### src/rtl/core/tcw_pkg.sv
// ----------------------------------------------------------------------------
// Text console writer package
// Codes, reset values and the command record shared by the console core.
// ----------------------------------------------------------------------------
package tcw_pkg;

   // Item kinds as they arrive on the request channel.
   localparam logic [2:0] MODE_STREAM = 3'd0;
   localparam logic [2:0] MODE_PLACE  = 3'd1;
   localparam logic [2:0] MODE_MOVE   = 3'd2;
   localparam logic [2:0] MODE_CLEAR  = 3'd3;
   localparam logic [2:0] MODE_READ   = 3'd4;

   // Special character codes in stream mode.
   localparam logic [7:0] CHAR_NEWLINE = 8'h0A;
   localparam logic [7:0] CHAR_NONE    = 8'h00;

   // Configuration register indexes.
   localparam logic CSR_COLUMNS = 1'b0;
   localparam logic CSR_ROWS    = 1'b1;

   // Register values after reset.
   localparam logic [7:0] COLUMNS_RESET = 8'd80;
   localparam logic [6:0] ROWS_RESET    = 7'd25;

   // What the back end has to do for one item.
   typedef enum logic [2:0] {
      KIND_NOP,
      KIND_CHAR,
      KIND_NEWLINE,
      KIND_PLACE,
      KIND_MOVE,
      KIND_CLEAR,
      KIND_READ
   } kind_type;

   // One classified item as it sits in the command queue.
   typedef struct packed {
      kind_type    kind;
      logic [7:0]  char_byte;
      logic [6:0]  column;
      logic [5:0]  row;
      logic        out_of_range;
   } cmd_type;

   // Handshake between the command queue and its neighbors.
   typedef struct packed {
      logic full;
      logic head_valid;
   } queue_status_type;

endpackage

### src/rtl/core/tcw_front.sv
// ----------------------------------------------------------------------------
// Text console front end
// Accepts request beats, decodes the mode and checks positions against the
// active screen size, and hands a command record to the queue.
// ----------------------------------------------------------------------------
module tcw_front
   import tcw_pkg::*;
#(
   parameter int ACOL_W = 8,
   parameter int AROW_W = 7
) (
   input  logic              req_tvalid,
   output logic              req_tready,
   input  logic [2:0]        req_tuser,   // [2:0] mode
   input  logic [23:0]       req_tdata,   // [7:0] char_byte, [14:8] column, [20:15] row
   input  logic [ACOL_W-1:0] active_cols,
   input  logic [AROW_W-1:0] active_rows,
   input  queue_status_type  queue_status,
   output logic              push,
   output cmd_type           push_cmd
);

   logic [7:0] char_byte;
   logic [6:0] column;
   logic [5:0] row;
   logic       col_over;
   logic       row_over;

   assign char_byte = req_tdata[7:0];
   assign column    = req_tdata[14:8];
   assign row       = req_tdata[20:15];

   // A beat is taken whenever the queue has room.
   assign req_tready = !queue_status.full;
   assign push       = req_tvalid && !queue_status.full;

   assign col_over = 32'(column) >= 32'(active_cols);
   assign row_over = 32'(row) >= 32'(active_rows);

   // Classify the item and settle everything that depends only on the item.
   always_comb begin
      push_cmd              = '0;
      push_cmd.char_byte    = char_byte;
      push_cmd.column       = column;
      push_cmd.row          = row;
      push_cmd.kind         = KIND_NOP;
      case (req_tuser)
         MODE_STREAM: begin
            if (char_byte == CHAR_NEWLINE) begin
               push_cmd.kind = KIND_NEWLINE;
            end else if (char_byte != CHAR_NONE) begin
               push_cmd.kind = KIND_CHAR;
            end
         end
         MODE_PLACE: begin
            push_cmd.kind         = KIND_PLACE;
            push_cmd.out_of_range = col_over || row_over;
         end
         MODE_MOVE: begin
            // The target is clamped to the last active column and row.
            push_cmd.kind = KIND_MOVE;
            if (col_over) begin
               push_cmd.column = 7'(active_cols - ACOL_W'(1));
            end
            if (row_over) begin
               push_cmd.row = 6'(active_rows - AROW_W'(1));
            end
         end
         MODE_CLEAR: begin
            push_cmd.kind = KIND_CLEAR;
         end
         MODE_READ: begin
            push_cmd.kind         = KIND_READ;
            push_cmd.out_of_range = col_over || row_over;
         end
         default: begin
            push_cmd.kind = KIND_NOP;
         end
      endcase
   end

endmodule

### config.mk
export PLATFORM = sky130hd
export DESIGN_NAME = tcw_front
export DESIGN_NICKNAME = d
export VERILOG_FILES = /design/src/rtl/core/tcw_pkg.sv /design/src/rtl/core/tcw_front.sv
export SDC_FILE = /design/constraint.sdc
export NUM_CORES = 1
export LEC_CHECK = 0
export ABC_AREA = 1
export BUFFER_PORTS_ARGS = -buffer_cell sky130_fd_sc_hd__buf_2
export CELL_PAD_IN_SITES_DETAIL_PLACEMENT = 1
export CELL_PAD_IN_SITES_GLOBAL_PLACEMENT = 1
export CORE_MARGIN = 1
export CORE_UTILIZATION = 27
export DETAILED_ROUTE_END_ITERATION = 7
export GPL_TIMING_DRIVEN = 0
export PLACE_DENSITY_LB_ADDON = 0.1
export SLEW_MARGIN = 20
export SYNTH_ARGS = -nofsm -noshare
export SYNTH_HDL_FRONTEND = slang
export SYNTH_SLANG_ARGS = --single-unit
### constraint.sdc
create_clock -name vclk -period 2.7
set_input_delay 0.27 -clock vclk [all_inputs]
set_output_delay 0.27 -clock vclk [all_outputs]
set_load 0.02 [all_outputs]
==> run_results.csv <==
group,metric,value,unit
drt,via_count,1210,
drt,viasPerCell,4.43,
hold_path,whs_path_depth,3,
global_routing,track_usage,16.8,%
critical_path,path_max_fanout,10,
critical_path,crit_chain,"buf_2, inv_1, ha_1, nand2_1, nor2_1, nor2_1, nand2_1, nand2_1, nand2_2, nand2_4, nand2_1, nand2_1, inv_1, buf_2",
drt,drtAntennaViolNets,0,
yosys,postSynthCellCount,161,
sta,max_freq,523,MHz
floorplanning,die_area,0.00360,mm²
yosys,synthSimpleGateAreaFrac,38.8,%
floorplanning,num_rows,20,
cells_and_area,final_net_count,291,
critical_path,path_class,"primary input to output port",
global_routing,grt_overflow,0,
placement,place.detailed.hpwl,2.63,mm
yosys,seq_area_frac_synth,0,%
sta,worstMarginPinSlew,488,ps
sta,setup_viol_count_final,0,
floorplanning,die_x,60.0,µm
floorplanning,initial_core_util,29.1,%
global_routing,grt_pass1_wl,4.86,mm
pwr,powerDensity,165,mW/mm²
critical_path,cpPeakStageDelay,300,ps
yosys,synth_xor_xnor_area_share,9.63,%
global_routing,grt_pass1_vias,1231,
drt,drt_first_pass_iters,2,
pwr,leakagePower,0.848,nW
hold_path,hold_end,"req_tready",
critical_path,crit_top_cell,"nand2_1",
clock_tree,cts.repair.resized,0,
sta,rsz0062_at_grt,"no",
yosys,yosys.area.top_type,"ha_1",
yosys,muxShareOfSynthArea,0,%
critical_path,end_kind,"output port",
cells_and_area,final_cells,273,
yosys,synthAdderAreaFrac,20.6,%
cells_and_area,finalInstanceArea,0.00131,mm²
cells_and_area,regArea,0,µm²
cells_and_area,clockBufferCount,0,
critical_path,cp.required,2430,ps
cells_and_area,syn2layout_area_growth,43.5,%
hold_path,hp-start,"queue_status[1]",
drt,wl,2.79,mm
yosys,yosysTopAreaCellShare,20.6,%
yosys,syn-num-nets,221,
cells_and_area,layout-drive-gt1-share,37.1,%
sta,setup_tns,0,ps
outcome,status,"completed",
yosys,syn_area,910,µm²
yosys,syn_avg_cell_area,5.65,µm²
yosys,synth.most_common_cell,"nand2_1",
drt,drc,0,
drt,wire_per_inst,10.2,µm
global_routing,grt_start_max_net_pins,11,
sta,slew_headroom,67.4,%
sta,fin_crit_sh,70.8,%
yosys,synth_common_cells,"40 x nand2_1, 31 x inv_1, 16 x nor2_1",
hold_path,min_path_type,"primary input to output port",
sta,hold_violations,0,
critical_path,crit_slowest_cell,"ha_1",
clock_tree,cts_setup_buffers,0,
placement,port_buffers,68,
critical_path,crit_arrival,1640,ps
sta,min_period,1910,ps
floorplanning,die_h,60.0,µm
floorplanning,io_pins,72,
sta,maxSlewViolCount,0,
cells_and_area,seq_cells,0,
cells_and_area,antenna_cells,0,
yosys,synth_top_family_by_area,"simple AND/OR/NAND/NOR gates",
yosys,ys_top_cells_by_area,"ha_1 21%, nand2_1 17%, inv_1 13%, xor2_1 7.7%, buf_4 6.6%",
global_routing,grt_antenna_before_repair,0,
critical_path,startpoint_type,"primary input",
job,drv_cap,0,
placement,dp_cells,273,
yosys,synth_compound_area_share,10.3,%
yosys,ys_warn_count,0,
pwr,peakVddDrop,0.0474,mV
floorplanning,coreArea,0.00313,mm²
drt,drt_iter0_markers,16,
placement,dpl-instance-area,0.00131,mm²
placement,place_congestion,0.788,
yosys,yosysUniqueCellTypes,23,
clock_tree,cts_hold_buffers,0,
cells_and_area,nFillCells,459,
-- critical path: cells and delay by family --
kind | cells | cell delay, ps
fa+ha+maj | 1 | 300
buf+inv | 4 | 350
simple gates | 9 | 720
-- area by class of cell --
class / instances / area [µm²] / area share [%]
plain buffers: 8 / 60.1 / 4.60
inverters: 34 / 128 / 9.78
multi-input cells: 119 / 722 / 55.3
well taps: 44 / 55.1 / 4.22
repair buffers: 68 / 340 / 26.1
-- worst max path at each step --
stage / cells past startpoint / from / end
2_1_floorplan: 10 / active_cols[3] / push_cmd[7]
3_3_place_gp: 14 / active_cols[3] / push_cmd[12]
3_5_place_dp: 14 / active_cols[3] / push_cmd[13]
4_1_cts: 14 / active_cols[3] / push_cmd[13]
5_1_grt: 14 / active_cols[3] / push_cmd[12]
6_report: 14 / active_cols[3] / push_cmd[13]
-- layout by cell type (no fill, tap or decap), types with 3 or more instances in the layout --
cell type / Yosys / final
nor2_1: 16 / 16
a21oi_1: 4 / 4
xor2_1: 8 / 8
inv_1: 31 / 31
o21ai_1: 8 / 8
buf_4: 8 / 8
inv_2: 3 / 3
nand2_1: 40 / 40
nand3_1: 11 / 11
ha_1: 15 / 15
buf_2: 0 / 68
-- metrics by stage --
stage                     hold slack (ps)  setup slack, ps  total power, mW  utilization [%]
after floorplan                       617             1010            0.132                -
after global placement                795              793            0.209             41.7
after detailed placement              802              755            0.218             41.7
after CTS                             804              755            0.219             41.7
after global routing                  828              581            0.245             41.7
final                                 802              788            0.215             41.7
-- per-layer routing --
metal  vias up  routed length, µm  track usage (%)
li1        633                  -                -
met3         0                135            0.216
met5         -                  0                0
met1       539               1180             20.6
met2        38               1470             34.1
met4         0                  0                0
-- power breakdown --
| group | switching, mW | leakage [nW] | internal (mW) |
|---|---|---|---|
| Sequential | 0 | 0 | 0 |
| Combinational | 0.126 | 0.848 | 0.0889 |
| Clock | 0 | 0 | 0 |
-- logic make-up after synthesis --
logic type,count (synthesis)
compound gates,17
buf+inv,42
fa+ha+maj,15
simple gates,77
xor+xnor,10
Note: power is estimated with default switching activity, not from simulation.
