`config.mk`:
```
export PLATFORM = sky130hd
export DESIGN_NAME = tcw_cmd_queue
export DESIGN_NICKNAME = d
export VERILOG_FILES = /design/src/rtl/core/tcw_pkg.sv /design/src/rtl/core/tcw_cmd_queue.sv
export SDC_FILE = /design/constraint.sdc
export NUM_CORES = 1
export LEC_CHECK = 0
export ABC_CLOCK_PERIOD_IN_PS = 1800
export BUFFER_PORTS_ARGS = -buffer_cell sky130_fd_sc_hd__buf_2
export CORE_MARGIN = 4
export CORE_UTILIZATION = 46
export CTS_CLUSTER_DIAMETER = 60
export DETAILED_ROUTE_END_ITERATION = 7
export GPL_TIMING_DRIVEN = 0
export PLACE_DENSITY = 0.74
export RECOVER_POWER = 50
export SYNTH_ARGS = -nofsm -noshare
export SYNTH_HDL_FRONTEND = slang
export SYNTH_SLANG_ARGS = --single-unit
```
`constraint.sdc`:
```
create_clock -name clock -period 1.8 [get_ports clock]
set_clock_uncertainty 0.15 [all_clocks]
set_input_delay 0.18 -clock clock [delete_from_list [all_inputs] [get_ports clock]]
set_output_delay 0.18 -clock clock [all_outputs]
set_load 0.01 [all_outputs]
```
`src/rtl/core/tcw_pkg.sv`:
```
// ----------------------------------------------------------------------------
// Text console writer package
// Codes, reset values and the command record shared by the console core.
// ----------------------------------------------------------------------------
package tcw_pkg;

   // Item kinds as they arrive on the request channel.
   localparam logic [2:0] MODE_STREAM = 3'd0;
   localparam logic [2:0] MODE_PLACE  = 3'd1;
   localparam logic [2:0] MODE_MOVE   = 3'd2;
   localparam logic [2:0] MODE_CLEAR  = 3'd3;
   localparam logic [2:0] MODE_READ   = 3'd4;

   // Special character codes in stream mode.
   localparam logic [7:0] CHAR_NEWLINE = 8'h0A;
   localparam logic [7:0] CHAR_NONE    = 8'h00;

   // Configuration register indexes.
   localparam logic CSR_COLUMNS = 1'b0;
   localparam logic CSR_ROWS    = 1'b1;

   // Register values after reset.
   localparam logic [7:0] COLUMNS_RESET = 8'd80;
   localparam logic [6:0] ROWS_RESET    = 7'd25;

   // What the back end has to do for one item.
   typedef enum logic [2:0] {
      KIND_NOP,
      KIND_CHAR,
      KIND_NEWLINE,
      KIND_PLACE,
      KIND_MOVE,
      KIND_CLEAR,
      KIND_READ
   } kind_type;

   // One classified item as it sits in the command queue.
   typedef struct packed {
      kind_type    kind;
      logic [7:0]  char_byte;
      logic [6:0]  column;
      logic [5:0]  row;
      logic        out_of_range;
   } cmd_type;

   // Handshake between the command queue and its neighbors.
   typedef struct packed {
      logic full;
      logic head_valid;
   } queue_status_type;

endpackage

```
`src/rtl/core/tcw_cmd_queue.sv`:
```
// ----------------------------------------------------------------------------
// Text console command queue
// Two-entry queue that lets the front end keep accepting while the back end
// sweeps a row or waits on the output.
// ----------------------------------------------------------------------------
module tcw_cmd_queue
   import tcw_pkg::*;
(
   input  logic             clock,
   input  logic             reset,
   input  logic             push,
   input  cmd_type          push_cmd,
   input  logic             pop,
   output queue_status_type queue_status,
   output cmd_type          head_cmd
);

   cmd_type    entry_ff [2];
   logic       wr_ptr_ff;
   logic       wr_ptr_in;
   logic       rd_ptr_ff;
   logic       rd_ptr_in;
   logic [1:0] count_ff;
   logic [1:0] count_in;

   assign queue_status.full       = count_ff == 2'd2;
   assign queue_status.head_valid = count_ff != 2'd0;
   assign head_cmd                = entry_ff[rd_ptr_ff];

   // Pointer and fill count update.
   always_comb begin
      wr_ptr_in = push ? !wr_ptr_ff : wr_ptr_ff;
      rd_ptr_in = pop ? !rd_ptr_ff : rd_ptr_ff;
      count_in  = count_ff;
      if (push && !pop) begin
         count_in = count_ff + 2'd1;
      end else if (pop && !push) begin
         count_in = count_ff - 2'd1;
      end
   end

   always_ff @(posedge clock) begin
      if (reset) begin
         wr_ptr_ff <= 1'b0;
         rd_ptr_ff <= 1'b0;
         count_ff  <= 2'd0;
      end else begin
         wr_ptr_ff <= wr_ptr_in;
         rd_ptr_ff <= rd_ptr_in;
         count_ff  <= count_in;
      end
   end

   // Entry storage needs no reset.
   always_ff @(posedge clock) begin
      if (push) begin
         entry_ff[wr_ptr_ff] <= push_cmd;
      end
   end

endmodule

```
==> results of run 1 <==
## worst paths after layout
| kind | from | to | slack, ns |
|---|---|---|---|
| min reg2reg | count_ff[1]$_SDFFE_PP0P_ | count_ff[1]$_SDFFE_PP0P_ | 0.38 |
| max reg2reg | wr_ptr_ff$_SDFFE_PP0P_ | entry_ff[1][5]$_DFFE_PP_ | 0.28 |
| min | pop | rd_ptr_ff$_SDFFE_PP0P_ | 0.02 |
| max | flop | head_cmd[9] | 0.06 |
## layer usage
layer  track usage  share of wire  vias to the layer above
met5             0              0                        -
met4        0.0423          0.011                        0
met3        0.0514          0.079                        6
met2         0.262           0.53                       40
met1         0.156           0.38                      566
li1              -              -                      555
## synthesized netlist by cell type
| cell type | instances | area (sq um) |
|---|---|---|
| and2_1 | 1 | 6.26 |
| o21ai_0 | 1 | 5.00 |
| edfxtp_1 | 50 | 1500 |
| inv_1 | 1 | 3.75 |
| and2b_2 | 1 | 8.76 |
| or3_1 | 1 | 6.26 |
| nor2b_1 | 1 | 6.26 |
| ha_1 | 1 | 12.5 |
| dfxtp_1 | 5 | 100 |
| nor2_1 | 4 | 15.0 |
| xor2_1 | 2 | 17.5 |
| xnor2_1 | 2 | 17.5 |
| mux2_2 | 25 | 282 |
| buf_4 | 2 | 15.0 |
| or2_2 | 1 | 6.26 |
| a21oi_1 | 1 | 5.00 |
| buf_2 | 1 | 5.00 |
## worst max-delay path: cells and delay by family, from the launching register on
family	cells	cell delay, ns
buf+inv	3	0.43
flops	1	0.33
mux	1	0.35
## power breakdown
part | internal, W | total, W | switching [W] | leakage (nW)
clock | 0.000408 | 0.000769 | 0.000361 | 0.0513
combinational | 0.000198 | 0.000374 | 0.000176 | 0.454
sequential | 0.00148 | 0.00151 | 0.0000268 | 0.511
total | 0.00209 | 0.00265 | 0.000564 | 1.02
## logic make-up after synthesis
family                     after synthesis  synth area share
and+or+nand+nor                          9            0.0242
AOI/OAI and AO/OA                        2           0.00497
muxes                                   25             0.140
buffers and inverters                    4            0.0118
adders and majority gates                1           0.00621
DFF                                     55             0.796
xor gates and xnor gates                 4            0.0174
## registers in the layout (all words and copies together) (netlist names), named ones only
name,flops
count_ff,2
wr_ptr_ff,1
entry_ff,50
rd_ptr_ff,1
## layout make-up
type                            count  area (sq um)
Buffer                              3          41.3
Clock buffer                        6          72.6
Clock inverter                      1          30.0
Fill cell                         294          1390
Inverter                            1          3.75
Multi-Input combinational cell     41           397
Sequential cell                    55          1600
Tap cell                           50          62.6
Timing Repair Buffer               81           514
## what timing repair did
action                                  4_1_cts  5_1_grt
hold buffers                                 26        0
endpoints found under the setup margin       70       18
endpoints found under the hold margin        55        0
gates resized for setup                       4        4
pin swaps                                     0        0
## metrics by stage
step | area [sq um] | setup WS (ns) | power, W | instances
5_1_grt | 2720 | 0.00135 | 0.00277 | 238
3_5_place_dp | 2350 | -0.110 | 0.00187 | 205
3_3_place_gp | 2350 | -0.0647 | 0.00185 | 205
2_1_floorplan | 2020 | 0.246 | 0.00172 | 100
6_report | 2720 | 0.0620 | 0.00265 | 238
4_1_cts | 2730 | 0.000561 | 0.00267 | 238
==> impl_metrics.toml, run 1 <==
[global_routing]
grt_pass1_wl_microns = 5660
overflow = 0
antenna_found_initial = 0
grt_usage = 0.144
grt_pass1_vias = 1243
grt_max_degree = 26

[clock_network]
cts.clk_slew.worst_paths_ns = 0.08
cts_root_buf = "clkbuf_8"
cts_num_sinks = 55
cts_tree = "built"
post-cts-setup-buffer-count = 0
clock_latency_ns = 0.29
cts-buffers-inserted = 5
htreeDepth = 2
clock_path_buffers = 2

[critical_path]
slowest_delay_ns = 0.35
cp.arrival_ns = 1.41
reg2regPathDepth = 1
worstSetupEndpointType = "output port"
critical_path_class = "reg2out"
cp_cell_sequence = "buf_6, buf_8, mux2_2, buf_2"
cp_slowest_cell = "mux2_2"
cp-start-kind = "flop"
required_ns = 1.47
cp_max_fo = 10

[sta]
fin_crit_ns = 1.74
whs_ns = 0.0167
max_freq_mhz = 575
drv_slew = 0
setup-tns-final_ns = 0
rsz0062_at_grt = "no"
finalCritPeriodShare = 0.966
setup_viol = 0
slew_headroom = 0.499
hold_viol_final = 0
tightest_slew_ns = 0.750

[place]
gp_congestion = 0.703
dp_hpwl_microns = 2370
port_buffers = 55

[final_layout]
drive_above_1_share = 0.404
mostFrequentLayoutCells = "edfxtp_1 (50), buf_2 (38), dlygate4sd3_1 (26)"
diodes = 0
final_common_cell = "edfxtp_1"
syn_to_final_growth_pct = 35.2
finalNetCount = 218
final_core_util = 0.662

[synthesis]
synth-seq-cells = 55
syn-cell-area_sq_um = 2010
syn_avg_cell_area_sq_um = 20.1
synth_warnings = 0
yosysSeqAreaShare = 0.796
synth_fp_nets = 130
synth_cell_types = 17
syn_inst = 100

[drt]
drtAntennaViolNets = 0
dr.first_iter.drc_count = 44
route.detailed.drc = 0
wirelength_microns = 3590
vias = 1167
avgViaCountPerCell = 4.90
wl_per_cell_microns = 15.1
first_pass_iters = 4

[power]
p_leak_nw = 1.02
p_per_area_nw_per_um2 = 975
peakVddDrop_v = 0.000738

[hold_path]
hp-class = "in2reg"
worstHoldPathCells = 3

[floorplan]
dieWidth_microns = 74.2
core_sq_um = 4120
ios = 56
rows = 23
start_util = 0.489
fp.dieH_microns = 74.2
die_area_sq_um = 5500

[run_status]
status = "finished, final reports clean"

[job]
maxCapViolations = 0
No activity file was read; power rests on OpenSTA's default activity.
==> run 2, diff against run 1 <==
--- a/config.mk
+++ b/config.mk
@@ -8,12 +8,13 @@
 export ABC_CLOCK_PERIOD_IN_PS = 1800
 export BUFFER_PORTS_ARGS = -buffer_cell sky130_fd_sc_hd__buf_2
 export CORE_MARGIN = 4
-export CORE_UTILIZATION = 46
+export CORE_UTILIZATION = 45
 export CTS_CLUSTER_DIAMETER = 60
 export DETAILED_ROUTE_END_ITERATION = 7
 export GPL_TIMING_DRIVEN = 0
-export PLACE_DENSITY = 0.74
+export PLACE_DENSITY = 0.73
 export RECOVER_POWER = 50
+export SLEW_MARGIN = 15
 export SYNTH_ARGS = -nofsm -noshare
 export SYNTH_HDL_FRONTEND = slang
 export SYNTH_SLANG_ARGS = --single-unit
==> run 2 against run 1 <==
Effect of this change:
- setup slack worse by 0.0098 ns
- combinational power about the same
- largest power group unchanged
- sequential share of layout area up 0.66 points
- final cell count up 1.3%
- sequential power about the same
- highest routed layer unchanged
==> impl_metrics.toml, run 2 (synthesis results as in run 1) <==
[sta]
tightest_slew_ns = 0.723
max_freq_mhz = 572
slew_headroom = 0.517
finalCritPeriodShare = 0.971
rsz0062_at_grt = "no"
setup-tns-final_ns = 0
setup_viol = 0
fin_crit_ns = 1.75
drv_slew = 0
hold_viol_final = 0
finalWorstSetupSlack_ns = 0.0522

[critical_path]
cp.arrival_ns = 1.42
critical_path_class = "reg2out"
required_ns = 1.47
reg2regPathDepth = 1
worstSetupEndpointType = "output port"
r2r_end = "entry_ff[1][4]$_DFFE_PP_"
rr_startpoint = "wr_ptr_ff$_SDFFE_PP0P_"
cp_max_fo = 10
rrSetupSlack_ns = 0.31
cp-start-kind = "flop"

[floorplan]
start_util = 0.462
ios = 56
fp.dieH_microns = 74.9
core_sq_um = 4350
rows = 24
dieWidth_microns = 74.9
die_area_sq_um = 5610

[drt]
route.detailed.drc = 0
wl_per_cell_microns = 14.6
drtAntennaViolNets = 0
dr.first_iter.drc_count = 78
vias = 1138
avgViaCountPerCell = 4.72
wirelength_microns = 3510
first_pass_iters = 4

[global_routing]
busiest_layer = "met2"
overflow = 0
grt_usage = 0.132
grt_max_degree = 26
antenna_found_initial = 0
use_met1 = 0.143
grt_pass1_vias = 1224
grtUsageMet3 = 0.0334
grtUsageMet2 = 0.240
grt_pass1_wl_microns = 5380

[power]
p_per_area_nw_per_um2 = 929
peakVddDrop_v = 0.000541
p_int_w = 0.00195
power_switching_w = 0.000556
p_leak_nw = 0.990
power_w = 0.00250
combPwrFrac = 0.149
p_clk_frac = 0.248
p_seq_frac = 0.603
switching_share = 0.222

[final_layout]
post-route-cell-area_sq_um = 2690
regMostFlops = "entry_ff"
final_common_cell = "edfxtp_1"
largest_reg_flops = 50
syn_to_final_growth_pct = 33.7
diodes = 0
stdcell_count = 241
mostFrequentLayoutCells = "edfxtp_1 (50), buf_2 (33), dlygate4sd3_1 (26)"
drive_above_1_share = 0.370
largestRegisters = "entry_ff (50), count_ff (2)"
finalNetCount = 218

[clock_network]
cts_num_sinks = 55
cts_tree = "built"
clock_path_buffers = 2
post-cts-setup-buffer-count = 0
cts-buffers-inserted = 5
cts_root_buf = "clkbuf_8"
clock_latency_ns = 0.29
htreeDepth = 2
cts.clk_slew.worst_paths_ns = 0.08

[place]
placed_area_sq_um = 2360
dp_hpwl_microns = 2370
pre_cts_ws_ns = -0.110
port_buffers = 55
placed_cells = 207
gp_congestion = 0.732

[run_status]
status = "finished, final reports clean"

[hold_path]
worstHoldPathCells = 3
hold_start = "pop"
hp-class = "in2reg"

[job]
maxCapViolations = 0
-- run 2: timing repair --
| item | 4_1_cts | 5_1_grt |
|---|---|---|
| gates resized for setup | 4 | 2 |
| endpoints found under the setup margin | 45 | 8 |
| pin swaps | 0 | 0 |
| endpoints found under the hold margin | 55 | 0 |
| hold buffers | 26 | 0 |
-- run 2: cell type report --
class,count,area (sq um)
plain buffers,3,37.5
clock buffers,6,72.6
clock inverters,2,7.51
fillers,332,1660
inverters,1,3.75
multi-input cells,41,397
flip-flops and latches,55,1600
well taps,52,65.1
repair buffers,81,508
-- run 2: power groups by stage --
stage	clock (W)	combinational, W	sequential, W
CTS	0.000641	0.000382	0.00151
floorplan	0	0.000195	0.00153
global route	0.000676	0.000408	0.00152
finish	0.000620	0.000372	0.00151
global placement	0	0.000317	0.00153
detailed placement	0	0.000331	0.00154
-- run 2: critical path, stage by stage (launching register included) --
cell	delay (ns)
dfxtp_1	0.31
buf_4	0.17
buf_8	0.15
mux2_2	0.34
buf_2	0.14
-- run 2: how the worst max path moves through the flow --
| stage | cells past startpoint | slack (ns) | to | startpoint |
|---|---|---|---|---|
| 2_1_floorplan | 1 | 0.25 | entry_ff[0][0]$_DFFE_PP_ | wr_ptr_ff$_SDFFE_PP0P_ |
| 3_3_place_gp | 2 | -0.09 | entry_ff[0][10]$_DFFE_PP_ | push |
| 3_5_place_dp | 1 | -0.11 | entry_ff[1][4]$_DFFE_PP_ | wr_ptr_ff$_SDFFE_PP0P_ |
| 4_1_cts | 4 | 0.02 | head_cmd[11] | flop |
| 5_1_grt | 4 | 0.009 | head_cmd[11] | flop |
| 6_report | 4 | 0.05 | head_cmd[11] | flop |
-- run 2: routing by layer --
metal	up-vias	share of wire	routed length, microns
met2	36	0.53	1870
met3	7	0.064	224
met1	538	0.39	1360
met4	0	0.016	56
met5	-	0	0
li1	557	-	-
-- run 2: stage by stage --
step,util,hold slack (ns)
floorplan,-,0.0991
global placement,0.541,0.220
detailed placement,0.542,0.222
CTS,0.623,0.0217
global route,0.618,0.0446
finish,0.618,0.0216
